<file path="src/lfu_pkg.sv">
package lfu_pkg;

	localparam int PAGE_W     = 20;
	localparam int CFG_W      = 5;
	localparam int SLOT_OUT_W = 4;
	localparam int TOTAL_W    = 32;
	localparam int CLOCK_W    = 32;
	localparam int ACTIVE_RST = 16;

	// controller -> datapath
	typedef struct packed {
		logic accept;   // latch request, advance clock, age counts
		logic look;     // tag compare, hit update or fill, scan setup
		logic scan;     // one victim-search step
		logic replace;  // install at chosen victim
	} lfu_cmd_t;

	// datapath -> controller
	typedef struct packed {
		logic hit;
		logic fill;
		logic single;     // only one active slot, no search needed
		logic scan_last;  // current scan step covers the last active slot
	} lfu_sts_t;

endpackage

</file>
<file path="src/lfu_ctrl.sv">
module lfu_ctrl import lfu_pkg::*; (
	input  logic     clk,
	input  logic     arst_n,
	input  logic     start,
	input  lfu_sts_t sts,
	output lfu_cmd_t cmd,
	output logic     busy
);

	localparam logic [1:0] ST_IDLE = 2'd0;
	localparam logic [1:0] ST_LOOK = 2'd1;
	localparam logic [1:0] ST_SCAN = 2'd2;
	localparam logic [1:0] ST_REPL = 2'd3;

	logic [1:0] state_q;
	logic [1:0] state_nx;

	always_comb begin
		state_nx = state_q;
		case (state_q)
			ST_IDLE: begin
				if (start) state_nx = ST_LOOK;
			end
			ST_LOOK: begin
				if (sts.hit || sts.fill) state_nx = ST_IDLE;
				else if (sts.single)     state_nx = ST_REPL;
				else                     state_nx = ST_SCAN;
			end
			ST_SCAN: begin
				if (sts.scan_last) state_nx = ST_REPL;
			end
			ST_REPL: begin
				state_nx = ST_IDLE;
			end
			default: begin
				state_nx = ST_IDLE;
			end
		endcase
	end

	always_ff @(posedge clk or negedge arst_n) begin
		if (!arst_n) begin
			state_q <= ST_IDLE;
		end else begin
			state_q <= state_nx;
		end
	end

	assign busy        = (state_q != ST_IDLE);
	assign cmd.accept  = (state_q == ST_IDLE) && start;
	assign cmd.look    = (state_q == ST_LOOK);
	assign cmd.scan    = (state_q == ST_SCAN);
	assign cmd.replace = (state_q == ST_REPL);

endmodule

</file>
<file path="src/lfu_dp.sv">
module lfu_dp import lfu_pkg::*; #(
	parameter int SLOTS        = 16,
	parameter int USE_BITS     = 16,
	parameter int AGING_PERIOD = 8
) (
	input  logic                  clk,
	input  logic                  arst_n,
	input  logic                  cfg_we,
	input  logic [CFG_W-1:0]      cfg_data,
	input  logic [PAGE_W-1:0]     page_number,
	input  logic                  write_access,
	input  lfu_cmd_t              cmd,
	output lfu_sts_t              sts,
	output logic                  done,
	output logic                  hit,
	output logic [SLOT_OUT_W-1:0] slot_used,
	output logic                  evicted,
	output logic [TOTAL_W-1:0]    hit_total,
	output logic [TOTAL_W-1:0]    miss_total
);

	localparam int IW    = $clog2(SLOTS);
	localparam int NW    = $clog2(SLOTS + 1);
	localparam int CW    = (NW > CFG_W) ? NW : CFG_W;
	localparam int PW    = $clog2(AGING_PERIOD);
	localparam int KW    = USE_BITS + CLOCK_W;
	localparam int N_RST = (SLOTS < ACTIVE_RST) ? SLOTS : ACTIVE_RST;

	// slot store
	logic [PAGE_W-1:0]   slot_page_q  [SLOTS];
	logic                slot_valid_q [SLOTS];
	logic                slot_dirty_q [SLOTS];
	logic [USE_BITS-1:0] slot_uses_q  [SLOTS];
	logic [CLOCK_W-1:0]  slot_stamp_q [SLOTS];

	logic [NW-1:0]       active_q;
	logic [NW-1:0]       filled_q;
	logic [CLOCK_W-1:0]  clock_q;
	logic [PW-1:0]       phase_q;
	logic [PAGE_W-1:0]   page_q;
	logic                wr_q;
	logic [TOTAL_W-1:0]  hits_q;
	logic [TOTAL_W-1:0]  misses_q;

	logic [IW-1:0]       scan_idx_q;
	logic [IW-1:0]       best_idx_q;
	logic [KW-1:0]       best_key_q;

	logic                done_q;
	logic                hit_q;
	logic [IW-1:0]       slot_q;
	logic                evicted_q;

	logic [CW-1:0]       cfg_ext;
	logic [NW-1:0]       cfg_clamped;
	logic [CLOCK_W-1:0]  clock_nx;
	logic [PW-1:0]       phase_nx;
	logic                age_now;
	logic [SLOTS-1:0]    active_vec;
	logic                hit_any;
	logic [IW-1:0]       hit_idx;
	logic                empty_any;
	logic [IW-1:0]       empty_idx;
	logic                fill_ok;
	logic [KW-1:0]       scan_key;
	logic                scan_better;
	logic                vict_valid;

	// register clamp: zero reads as one, above SLOTS reads as SLOTS
	always_comb begin
		cfg_ext = CW'(cfg_data);
		if (cfg_ext == '0)                cfg_clamped = NW'(1);
		else if (cfg_ext > CW'(SLOTS))    cfg_clamped = NW'(SLOTS);
		else                              cfg_clamped = NW'(cfg_ext);
	end

	// phase tracks clock mod period; a wrapped clock restarts it
	always_comb begin
		clock_nx = clock_q + CLOCK_W'(1);
		if (clock_nx == '0)                       phase_nx = '0;
		else if (phase_q == PW'(AGING_PERIOD - 1)) phase_nx = '0;
		else                                      phase_nx = phase_q + PW'(1);
		age_now = (clock_nx != '0) && (phase_nx == '0);
	end

	// tag compare and first free slot, lowest index wins
	always_comb begin
		hit_any   = 1'b0;
		hit_idx   = '0;
		empty_any = 1'b0;
		empty_idx = '0;
		for (int i = SLOTS - 1; i >= 0; i--) begin
			active_vec[i] = (NW'(i) < active_q);
			if (active_vec[i] && slot_valid_q[i] && (slot_page_q[i] == page_q)) begin
				hit_any = 1'b1;
				hit_idx = IW'(i);
			end
			if (active_vec[i] && !slot_valid_q[i]) begin
				empty_any = 1'b1;
				empty_idx = IW'(i);
			end
		end
		fill_ok = (filled_q < active_q) && empty_any;
	end

	assign scan_key    = {slot_uses_q[scan_idx_q], slot_stamp_q[scan_idx_q]};
	assign scan_better = (scan_key < best_key_q);
	assign vict_valid  = slot_valid_q[best_idx_q];

	assign sts.hit       = hit_any;
	assign sts.fill      = fill_ok;
	assign sts.single    = (active_q == NW'(1));
	assign sts.scan_last = ((NW'(scan_idx_q) + NW'(1)) == active_q);

	// page tags: written on install only
	always_ff @(posedge clk) begin
		if (cmd.look && !hit_any && fill_ok) begin
			slot_page_q[empty_idx] <= page_q;
		end else if (cmd.replace) begin
			slot_page_q[best_idx_q] <= page_q;
		end
	end

	always_ff @(posedge clk or negedge arst_n) begin
		if (!arst_n) begin
			for (int i = 0; i < SLOTS; i++) begin
				slot_valid_q[i] <= 1'b0;
				slot_dirty_q[i] <= 1'b0;
				slot_uses_q[i]  <= '0;
				slot_stamp_q[i] <= '0;
			end
			active_q  <= NW'(N_RST);
			filled_q  <= '0;
			clock_q   <= '0;
			phase_q   <= '0;
			hits_q    <= '0;
			misses_q  <= '0;
			done_q    <= 1'b0;
		end else begin
			done_q <= 1'b0;
			if (cfg_we) begin
				active_q <= cfg_clamped;
			end
			if (cmd.accept) begin
				clock_q <= clock_nx;
				phase_q <= phase_nx;
				if (age_now) begin
					for (int i = 0; i < SLOTS; i++) begin
						if (active_vec[i] && slot_valid_q[i]) begin
							slot_uses_q[i] <= slot_uses_q[i] >> 1;
						end
					end
				end
			end
			if (cmd.look) begin
				if (hit_any) begin
					hits_q <= hits_q + TOTAL_W'(1);
					if (slot_uses_q[hit_idx] != '1) begin
						slot_uses_q[hit_idx] <= slot_uses_q[hit_idx] + USE_BITS'(1);
					end
					slot_stamp_q[hit_idx] <= clock_q;
					if (wr_q) slot_dirty_q[hit_idx] <= 1'b1;
					done_q <= 1'b1;
				end else begin
					misses_q <= misses_q + TOTAL_W'(1);
					if (fill_ok) begin
						slot_valid_q[empty_idx] <= 1'b1;
						slot_dirty_q[empty_idx] <= wr_q;
						slot_uses_q[empty_idx]  <= USE_BITS'(1);
						slot_stamp_q[empty_idx] <= clock_q;
						if (filled_q != NW'(SLOTS)) filled_q <= filled_q + NW'(1);
						done_q <= 1'b1;
					end
				end
			end
			if (cmd.replace) begin
				slot_valid_q[best_idx_q] <= 1'b1;
				slot_dirty_q[best_idx_q] <= wr_q;
				slot_uses_q[best_idx_q]  <= USE_BITS'(1);
				slot_stamp_q[best_idx_q] <= clock_q;
				if (!vict_valid && (filled_q != NW'(SLOTS))) begin
					filled_q <= filled_q + NW'(1);
				end
				done_q <= 1'b1;
			end
		end
	end

	// request latch, victim search and result fields
	always_ff @(posedge clk) begin
		if (cmd.accept) begin
			page_q <= page_number;
			wr_q   <= write_access;
		end
		if (cmd.look) begin
			scan_idx_q <= IW'(1);
			best_idx_q <= '0;
			best_key_q <= {slot_uses_q[0], slot_stamp_q[0]};
			hit_q      <= hit_any;
			evicted_q  <= 1'b0;
			slot_q     <= hit_any ? hit_idx : empty_idx;
		end
		if (cmd.scan) begin
			scan_idx_q <= scan_idx_q + IW'(1);
			if (scan_better) begin
				best_idx_q <= scan_idx_q;
				best_key_q <= scan_key;
			end
		end
		if (cmd.replace) begin
			hit_q     <= 1'b0;
			evicted_q <= vict_valid;
			slot_q    <= best_idx_q;
		end
	end

	assign done       = done_q;
	assign hit        = hit_q;
	assign slot_used  = SLOT_OUT_W'(slot_q);
	assign evicted    = evicted_q;
	assign hit_total  = hits_q;
	assign miss_total = misses_q;

endmodule

</file>
<file path="src/lfu_cache_replacement.sv">
// Channel   | Ports                                        | Transfer
// ----------+----------------------------------------------+---------------------------------
// config    | cfg_we, cfg_data                             | edge with cfg_we high
// request   | start, busy, page_number, write_access       | edge with start high, busy low
// result    | done, hit, slot_used, evicted, hit/miss_total | edge ending the done cycle
//
// Hit or fill: accept, then tag compare and update in the look state.
// Replacement: after the look state, the LFU victim search walks one slot a cycle
// through a single (use count, stamp) comparator, then the replace state installs.
// Aging of all active valid slots happens in the accept cycle, in parallel.
// Reset clears the sequencer, the slot flags, counts and stamps, and the totals; no clearing pass.
// The result receiver cannot stall: done is a one-cycle strobe, fields hold after it.
module lfu_cache_replacement import lfu_pkg::*; #(
	parameter int SLOTS        = 16,
	parameter int USE_BITS     = 16,
	parameter int AGING_PERIOD = 8
) (
	input  logic                  clk,
	input  logic                  arst_n,
	input  logic                  cfg_we,
	input  logic [CFG_W-1:0]      cfg_data,
	input  logic                  start,
	input  logic [PAGE_W-1:0]     page_number,
	input  logic                  write_access,
	output logic                  busy,
	output logic                  done,
	output logic                  hit,
	output logic [SLOT_OUT_W-1:0] slot_used,
	output logic                  evicted,
	output logic [TOTAL_W-1:0]    hit_total,
	output logic [TOTAL_W-1:0]    miss_total
);

	lfu_cmd_t cmd;
	lfu_sts_t sts;

	// sequencer: idle -> look -> (scan ...) -> replace
	lfu_ctrl u_ctrl (
		.clk    (clk),
		.arst_n (arst_n),
		.start  (start),
		.sts    (sts),
		.cmd    (cmd),
		.busy   (busy)
	);

	// slot store, tag compare, aging, victim search and totals
	lfu_dp #(
		.SLOTS        (SLOTS),
		.USE_BITS     (USE_BITS),
		.AGING_PERIOD (AGING_PERIOD)
	) u_dp (
		.clk          (clk),
		.arst_n       (arst_n),
		.cfg_we       (cfg_we),
		.cfg_data     (cfg_data),
		.page_number  (page_number),
		.write_access (write_access),
		.cmd          (cmd),
		.sts          (sts),
		.done         (done),
		.hit          (hit),
		.slot_used    (slot_used),
		.evicted      (evicted),
		.hit_total    (hit_total),
		.miss_total   (miss_total)
	);

endmodule

</file>
<file path="config.mk">
export PLATFORM = sky130hd
export DESIGN_NAME = lfu_cache_replacement
export DESIGN_NICKNAME = d
export VERILOG_FILES = /design/src/lfu_pkg.sv /design/src/lfu_ctrl.sv /design/src/lfu_dp.sv /design/src/lfu_cache_replacement.sv
export SDC_FILE = /design/constraint.sdc
export NUM_CORES = 2
export LEC_CHECK = 0
export ABC_AREA = 1
export BUFFER_PORTS_ARGS = -buffer_cell sky130_fd_sc_hd__buf_2
export CAP_MARGIN = 40
export CORE_ASPECT_RATIO = 0.7
export CORE_UTILIZATION = 42
export CTS_CLUSTER_SIZE = 14
export DETAILED_ROUTE_END_ITERATION = 10
export SLEW_MARGIN = 20
export SYNTH_ARGS = -nofsm -noshare
export SYNTH_HDL_FRONTEND = slang
export SYNTH_HIERARCHICAL = 1
export SYNTH_SLANG_ARGS = --single-unit
</file>
<file path="constraint.sdc">
create_clock -name clk -period 6.18 [get_ports clk]
set_input_delay 0.927 -clock clk [delete_from_list [all_inputs] [get_ports clk]]
set_output_delay 0.927 -clock clk [all_outputs]
set_load 0.01 [all_outputs]
</file>
# After elaboration in Yosys (flattened, before gate mapping)
# Memory sizes are Yosys's and may differ from the RTL's.
# Cells that the tools add are included.
[op_classes] n_reduce_logical=88 eq_ne=26 bitwise=13 mux=167 add_sub_neg=8 order_cmp=26
[op_table] op="512-bit 2-to-1 mux" count=4
[op_table] op="256-bit 2-to-1 mux" count=7
[op_table] op="512-bit bitwise mux" count=3
[op_table] op="240-bit AND" count=2
[op_table] op="240-bit inverter" count=2
[op_table] op="16-bit 2-to-1 mux" count=27
[op_table] op="32-bit demux with 4-bit select" count=3
[op_table] op="20-bit equality test" count=16
[op_table] op="256-bit bitwise mux" count=1
[op_table] op="16-bit demux with 4-bit select" count=3
[op_table] op="4-bit 2-to-1 mux" count=41
[op_table] op="32-bit 2-to-1 mux" count=5
[op_table] op="48-bit 2-to-1 mux" count=3
[op_table] op="16-bit binary-select mux with 4-bit select" count=2
[op_table] op="32-bit binary-select mux with 4-bit select" count=1
[op_table] op="32-bit by 1-bit adder with 32-bit output (second input constant)" count=3
[op_table] op="16-bit OR" count=4
[op_table] op="1-bit logical AND" count=57
[op_table] op="1-bit 2-to-1 mux" count=49
[op_table] op="48-bit less-than comparator" count=1
[op_table] op="4-bit by 5-bit less-than comparator with 1-bit output (first input constant)" count=8
[op_table] op="5-bit 2-to-1 mux" count=8
[op_table] op="32-bit logical NOT" count=1
[op_table] op="32-bit nonzero test" count=1
[op_table] op="other kinds (37)" count=76
[word_totals] out_inout_bits=72 in_bits=30 memories=1 register_bits=978 wordCells=392 mem_bits_rw=320
[mem_list] name="u_dp.slot_page_q" words=16 width=20 read_ports=16 rd_clocked_by_memory_dff=0 wr=1 line="lfu_dp.sv:30" source="logic [PAGE_W-1:0] slot_page_q [SLOTS];"

# Logic depth before layout (Yosys ltp)
[logic_depth] depth_word=30 mapped_depth=46 depth_no_buf=41

# By module
# The synthesis kept the hierarchy.
[modules_own_cells] mod="lfu_dp" seq_area_each_um2=33913.8 instances=1 cells_each=9087 area_per_inst_um2=71929.0
[modules_own_cells] mod="lfu_ctrl" seq_area_each_um2=50.0 instances=1 cells_each=21 area_per_inst_um2=137.6

# Least setup slack after synthesis
# No wires, ideal clock.
[synth_timing] path_type="reg-to-reg" start="reg u_dp.page_q[0]" end="reg u_dp/slot_uses_q[208] in the netlist's numbering" path_buffers=8 slack_ns=1.423 stages_incl_launch_ff=38 synth_period_minus_slack_ns=4.757 setup_ns=0.149 arrival_time_ns=4.608 t_required_ns=6.031 cell_sequence="edfxtp_1 buf_4 buf_6 xor2_1 nor4_1 and2_1 nand4_1 nand2_1 nand2_1 nand2_1 nand2_1 nand2_1 nand2_1 nand2_2 nand2_4 nand2_8 nand2_8 buf_6 [... 2 more ...] nand3_1 nand2_1 inv_1 nand2_1 nand2_1 nand2_1 nor2_4 clkbuf_1 ha_1 nand3_1 nor2_2 nand3_4 buf_12 inv_6 buf_8 nor2_2 nand3_1 o211ai_2"
[synth_between] elab_chain_len=29 word_cells_on_any_way=81 cone_classes="1 x add/sub; 2 x order compare; 17 x eq/ne; 42 x mux; 2 x bitwise; 17 x reduce/logical"
[synth_lines] item="start, declared" line="lfu_dp.sv:40" source="logic [PAGE_W-1:0] page_q;"
[synth_lines] item="start signal, assigned" line="lfu_dp.sv:192" source="page_q <= page_number;"
[synth_lines] item="20-bit equality test" line="lfu_dp.sv:94" source="if (active_vec[i] && slot_valid_q[i] && (slot_page_q[i] == page_q)) begin"
[synth_lines] item="1-bit logical AND" line="lfu_dp.sv:94"
[synth_lines] item="4-bit 2-to-1 mux (16 in a row)" line="lfu_dp.sv:94"
[synth_lines] item="4-bit inverter with 5-bit output (implied by the code)" line="lfu_dp.sv:158, lfu_dp.sv:159"
[synth_lines] item="16-bit binary-select mux with 4-bit select, or another cell as far along" line="lfu_dp.sv:158, lfu_dp.sv:159"
[synth_lines] item="16-bit 2-to-1 mux (implied by the code) / 1-bit logical AND (equally long branches)" line="lfu_dp.sv:158, lfu_dp.sv:159"
[synth_lines] item="16-bit 2-to-1 mux, on equally long branches" line="lfu_dp.sv:158, lfu_dp.sv:159"
[synth_lines] item="16-bit by 1-bit adder with 16-bit output / 16-bit demux with 4-bit select (equally long branches)" line="lfu_dp.sv:159" source="slot_uses_q[hit_idx] <= slot_uses_q[hit_idx] + USE_BITS'(1);"
[synth_lines] item="256-bit bitwise mux" line="lfu_dp.sv:159"
[synth_lines] item="256-bit 2-to-1 mux" line="lfu_dp.sv:158" source="if (slot_uses_q[hit_idx] != '1) begin"
[synth_lines] item="256-bit 2-to-1 mux (*)" line="lfu_dp.sv:156" source="if (hit_any) begin"
[synth_lines] item="256-bit 2-to-1 mux (*)" line="lfu_dp.sv:155" source="if (cmd.look) begin"
[synth_lines] item="16-bit OR (no line)"
[synth_lines] item="256-bit 2-to-1 mux (*)" line="lfu_dp.sv:176" source="if (cmd.replace) begin"
[synth_lines] item="end signal, assigned by index" line="lfu_dp.sv:150" source="slot_uses_q[i] <= slot_uses_q[i] >> 1;"
[synth_lines] item="end signal, assigned by index" line="lfu_dp.sv:159"
[synth_lines] item="end, declared" line="lfu_dp.sv:33" source="logic [USE_BITS-1:0] slot_uses_q [SLOTS];"
# Every way passes the cells marked *; elsewhere a longest branch is shown, timed or not. The select of a mux whose other input is x is not followed.
# A chain may end at the register's enable or synchronous reset.

# Final worst setup path
[layout_timing] start="reg u_dp.active_q[1]" end="reg u_dp/slot_uses_q[13] in the netlist's numbering"
[layout_between] elab_chain_len=30 word_cells_on_any_way=159 cone_classes="1 x add/sub; 21 x order compare; 1 x eq/ne; 80 x mux; 5 x bitwise; 51 x reduce/logical"
[layout_lines] item="start, declared" line="lfu_dp.sv:36" source="logic [NW-1:0] active_q;"
[layout_lines] item="start signal, assigned" line="lfu_dp.sv:132" source="active_q <= NW'(N_RST);"
[layout_lines] item="start signal, assigned" line="lfu_dp.sv:142" source="active_q <= cfg_clamped;"
[layout_lines] item="4-bit by 5-bit less-than comparator with 1-bit output" line="lfu_dp.sv:93" source="active_vec[i] = (NW'(i) < active_q);"
[layout_lines] item="1-bit logical AND, on equally long branches" line="lfu_dp.sv:94, lfu_dp.sv:149, lfu_dp.sv:98"
[layout_lines] item="1-bit logical AND / 4-bit 2-to-1 mux (equally long branches)" line="lfu_dp.sv:94, lfu_dp.sv:98"
[layout_lines] item="4-bit 2-to-1 mux, on equally long branches (15 in a row)" line="lfu_dp.sv:94, lfu_dp.sv:98"
[layout_lines] item="4-bit 2-to-1 mux / 4-bit inverter with 5-bit output (equally long branches)" line="lfu_dp.sv:94, lfu_dp.sv:169"
[layout_lines] item="4-bit inverter with 5-bit output (implied by the code), or another cell as far along" line="lfu_dp.sv:158, lfu_dp.sv:159"
[layout_lines] item="16-bit binary-select mux with 4-bit select, or another cell as far along" line="lfu_dp.sv:158, lfu_dp.sv:159"
[layout_lines] item="16-bit 2-to-1 mux (implied by the code), or another cell as far along (2 in a row)" line="lfu_dp.sv:158, lfu_dp.sv:159"
[layout_lines] item="16-bit by 1-bit adder with 16-bit output, or another cell as far along" line="lfu_dp.sv:159"
[layout_lines] item="256-bit bitwise mux / 240-bit AND (equally long branches)"
[layout_lines] item="256-bit 2-to-1 mux, on equally long branches" line="lfu_dp.sv:158, lfu_dp.sv:166"
[layout_lines] item="256-bit 2-to-1 mux" line="lfu_dp.sv:156"
[layout_lines] item="256-bit 2-to-1 mux (*)" line="lfu_dp.sv:155"
[layout_lines] item="240-bit AND (no line)"
[layout_lines] item="256-bit 2-to-1 mux (*)" line="lfu_dp.sv:176"
# Marks and branches as above.

==> impl_results.md <==
* Initial cell density of the core at 42.52%
* Fraction of layout cells with a size suffix above 1 at 10.57%
* Ranking of synthesized cells by area: dfrtp_1 (31%), edfxtp_1 (15%), nand2_1 (9.2%)
* Status: finished clean
* ANT nets after route at 0
* Register bit total from synthesis at 1298
* Tightest Pin Transition at 1006 ps
* R2R depth at 32
* Final Max Tran Viols at 0
* CP most frequent cell: nand2_1
* IO Port Bufs at 100
* CP max stage cell: nor2_2
* Tot Pwr at 37.74 mW
* Fin Setup TNS at 0 ps
* Cells after Synth at 9108
* Post-Syn Area at 72070 um^2
* Syn Area/Cell at 7.912 um^2
* Core Box Area at 169500 um^2
* Gr usage total at 33.62%
* Cts bufs inserted at 140
* Drt drc at 0
* Top_reg_cell synth: dfrtp_1
* Die height at 348.6 um
* Worst-skew pair later-pin latency at 820 ps
* Grt ovf at 0
* Switching Fraction at 43.58%
* Fin. Hold Viols at 0
* # rows at 126
* Critical Path RT at 6890 ps
* Initial antenna violation count at 13
* Critical path arrival at 6700 ps
* First-pass GRT wire length at 428.9 mm
* DRT Wirelength at 296.1 mm
* Fmax achieved at 166.8 MHz
* H-tree levels at 4
* EDFF count, synth at 349
* Largest net degree at the start of global routing at 161
* Fin nets at 9345
* Initial DRC count at 9418
* Period utilization at 96.99%
* Flop pwr share at 34.1%
* Critical Path Sink Type: flip-flop
* Warnings from Yosys at 6
* Internal power at 21.29 mW
* Io pins at 102
* Root Driver: clkbuf_16
* CP Launch Type: flip-flop
* Crit Reg-Reg Startpoint: u_dp/active_q[1]
* Hold Path Class: in2async
* Die ar. at 173300 um^2
* Drt via density at 5.840
* DIE WIDTH at 497.1 um
* Combinational power share at 41.7%
* Global placement routability congestion at 1.007
* P_leak at 38.68 nW
* Final setup fails at 0
* R2R Path End: u_dp/slot_uses_q[13]
* Wire per inst at 25.49 um
* Worst VDD drop at 0.0004402 V
* Max incr delay on CP at 550 ps
* Max_cap viols at 0
* Post-synthesis cell type count at 79
* Async set-reset flop share out of synthesis at 69.03%
* Syn Nets at 9199
* Crit Path Max Fanout at 17
* CTS tree: done
* Via Count at 67830
* R2R setup slack at 190 ps
* Final core occ at 48.53%
* Synth top area share at 31.08%
* Area leader, netlist: dfrtp_1
* Worst Skew at 50.52 ps
* Shortest period the worst path allows at 5994 ps
* # hold bufs at CTS at 0
* Relative slew margins at 32.91%
* Clock power share at 24.1%
* RSZ-0062 raised after global routing: no
* Detail Placement HPWL at 209.4 mm
* Sink Count at 1298
* Critical path class: reg2reg
* Vias in the first global route at 61650
* CTS max path bufs at 3
* P per Cell Area at 458.9 nW/um^2
* Pre-antenna DRT Iters at 6
* Reg clk slew, reported paths at 60 ps
* Syn-to-layout area delta at 14.13%
* P_sw at 16.45 mW
* Sequential-to-total area share from yosys stat at 47.13%
## metal layers
metal	vias up	global-route usage, %	share of wire (%)
met3	361	13.21	15
li1	30584	-	-
met4	8	7.060	1.8
met2	4005	40.74	35
met5	-	0	0.016
met1	32872	53.67	47
## metrics by stage
stage | hold slack (ps) | cells | cell area, um^2 | setup slack [ps]
global route | 204.3 | 11613 | 82250 | 8.306
floorplan | 445.1 | 9108 | 72070 | 1423
global placement | 461.4 | 11320 | 77040 | 122.8
detailed placement | 470.6 | 11329 | 77120 | 280.4
finish | 182.7 | 11615 | 82250 | 186.0
CTS | 163.5 | 11590 | 81990 | 189.3
## sequential cells by signal, summed over array words and instances (netlist names), 3 cells and up, named ones only
register,count
u_dp/slot_stamp_q,512
u_dp/slot_page_q,320
u_dp/slot_uses_q,256
u_dp/best_key_q,48
u_dp/clock_q,32
u_dp/hit_total,32
u_dp/miss_total,32
u_dp/page_q,20
u_dp/slot_valid_q,16
u_dp/active_q,5
u_dp/filled_q,5
u_dp/best_idx_q,4
u_dp/scan_idx_q,4
u_dp/slot_used,4
u_dp/phase_q,3
## Yosys cell counts, drive strengths merged (55+ instances only)
| master | number |
|---|---|
| nand2 | 1798 |
| o21ai | 1306 |
| inv | 1084 |
| dfrtp | 895 |
| nor2 | 851 |
| nand3 | 485 |
| a21oi | 473 |
| clkbuf | 361 |
| edfxtp | 349 |
| xor2 | 208 |
| buf | 167 |
| nand4 | 165 |
| xnor2 | 121 |
| o22ai | 90 |
| o221ai | 82 |
| nor3 | 76 |
| o211ai | 73 |
| nor4 | 70 |
| ha | 61 |
| a31oi | 55 |
## logic make-up (layout without fill, tap and decap cells)
logic type / Yosys count / after routing / synth area share [%]
and+or+nand+nor: 3568 / 3568 / 21.63
AOI/OAI and AO/OA: 2205 / 2205 / 16.78
buffers and inverters: 1643 / 1908 / 9.311
DFF: 1298 / 1298 / 47.13
xor gates and xnor gates: 329 / 329 / 4.030
adders and majority gates: 61 / 61 / 1.059
muxes: 4 / 4 / 0.06076
other: 0 / 2 / 0
## worst max-delay path, delay by kind of cell (launching register included)
kind | cells | cell delay (ps)
AOI/OAI and AO/OA | 3 | 640
buffers and inverters | 5 | 950
DFF | 1 | 500
and+or+nand+nor | 24 | 3740
## power by group through the flow
stage | Combinational [mW] | Clock [mW] | Sequential [mW]
6_report | 15.8 | 9.11 | 12.9
5_1_grt | 17.1 | 9.56 | 13.1
4_1_cts | 15.1 | 9.25 | 12.8
3_5_place_dp | 15.0 | 0 | 13.0
3_3_place_gp | 14.8 | 0 | 12.9
2_1_floorplan | 9.35 | 0 | 12.4
## layout make-up
type,instances,area (um^2)
timing repair buffer,532,4888
clock inverter,71,914.6
inverter,1115,4213
sequential,1298,33960
clock buffer,190,3955
antenna,2,5.005
fill,16406,87220
tap,2240,2803
multi-input combinational,6167,31510
## how the worst max path moves through the flow
stage	start	to	slack, ps
after global routing	u_dp/page_q[5]	u_dp/slot_uses_q[61]	8
after global placement	u_dp/active_q[4]	u_dp/slot_stamp_q[155]	120
after detailed placement	u_dp/page_q[5]	u_dp/slot_uses_q[36]	280
after CTS	u_dp/page_q[4]	u_dp/slot_uses_q[238]	190
final	u_dp/active_q[1]	u_dp/slot_uses_q[13]	190
after floorplan	u_dp/page_q[0]	u_dp/slot_uses_q[208]	1420
## placed cells by master, fill, tap and decap left out, types with 103 or more instances in the layout
master     Yosys  final
nand2_1     1774   1761
o21ai_0     1230   1230
inv_1       1023   1019
dfrtp_1      895    895
nor2_1       816    805
nand3_1      475    475
a21oi_1      472    472
edfxtp_1     349    349
buf_4         24    334
xor2_1       206    206
nand4_1      163    163
clkbuf_16      0    143
xnor2_1      120    120
buf_2         54    103
## what timing repair did
action | in CTS | in global routing
setup buffers | 0 | 14
gates resized for setup | 0 | 6
setup endpoints to repair | 0 | 241
endpoints found under the hold margin | 0 | 0
Power figures use the tool's default switching activity.
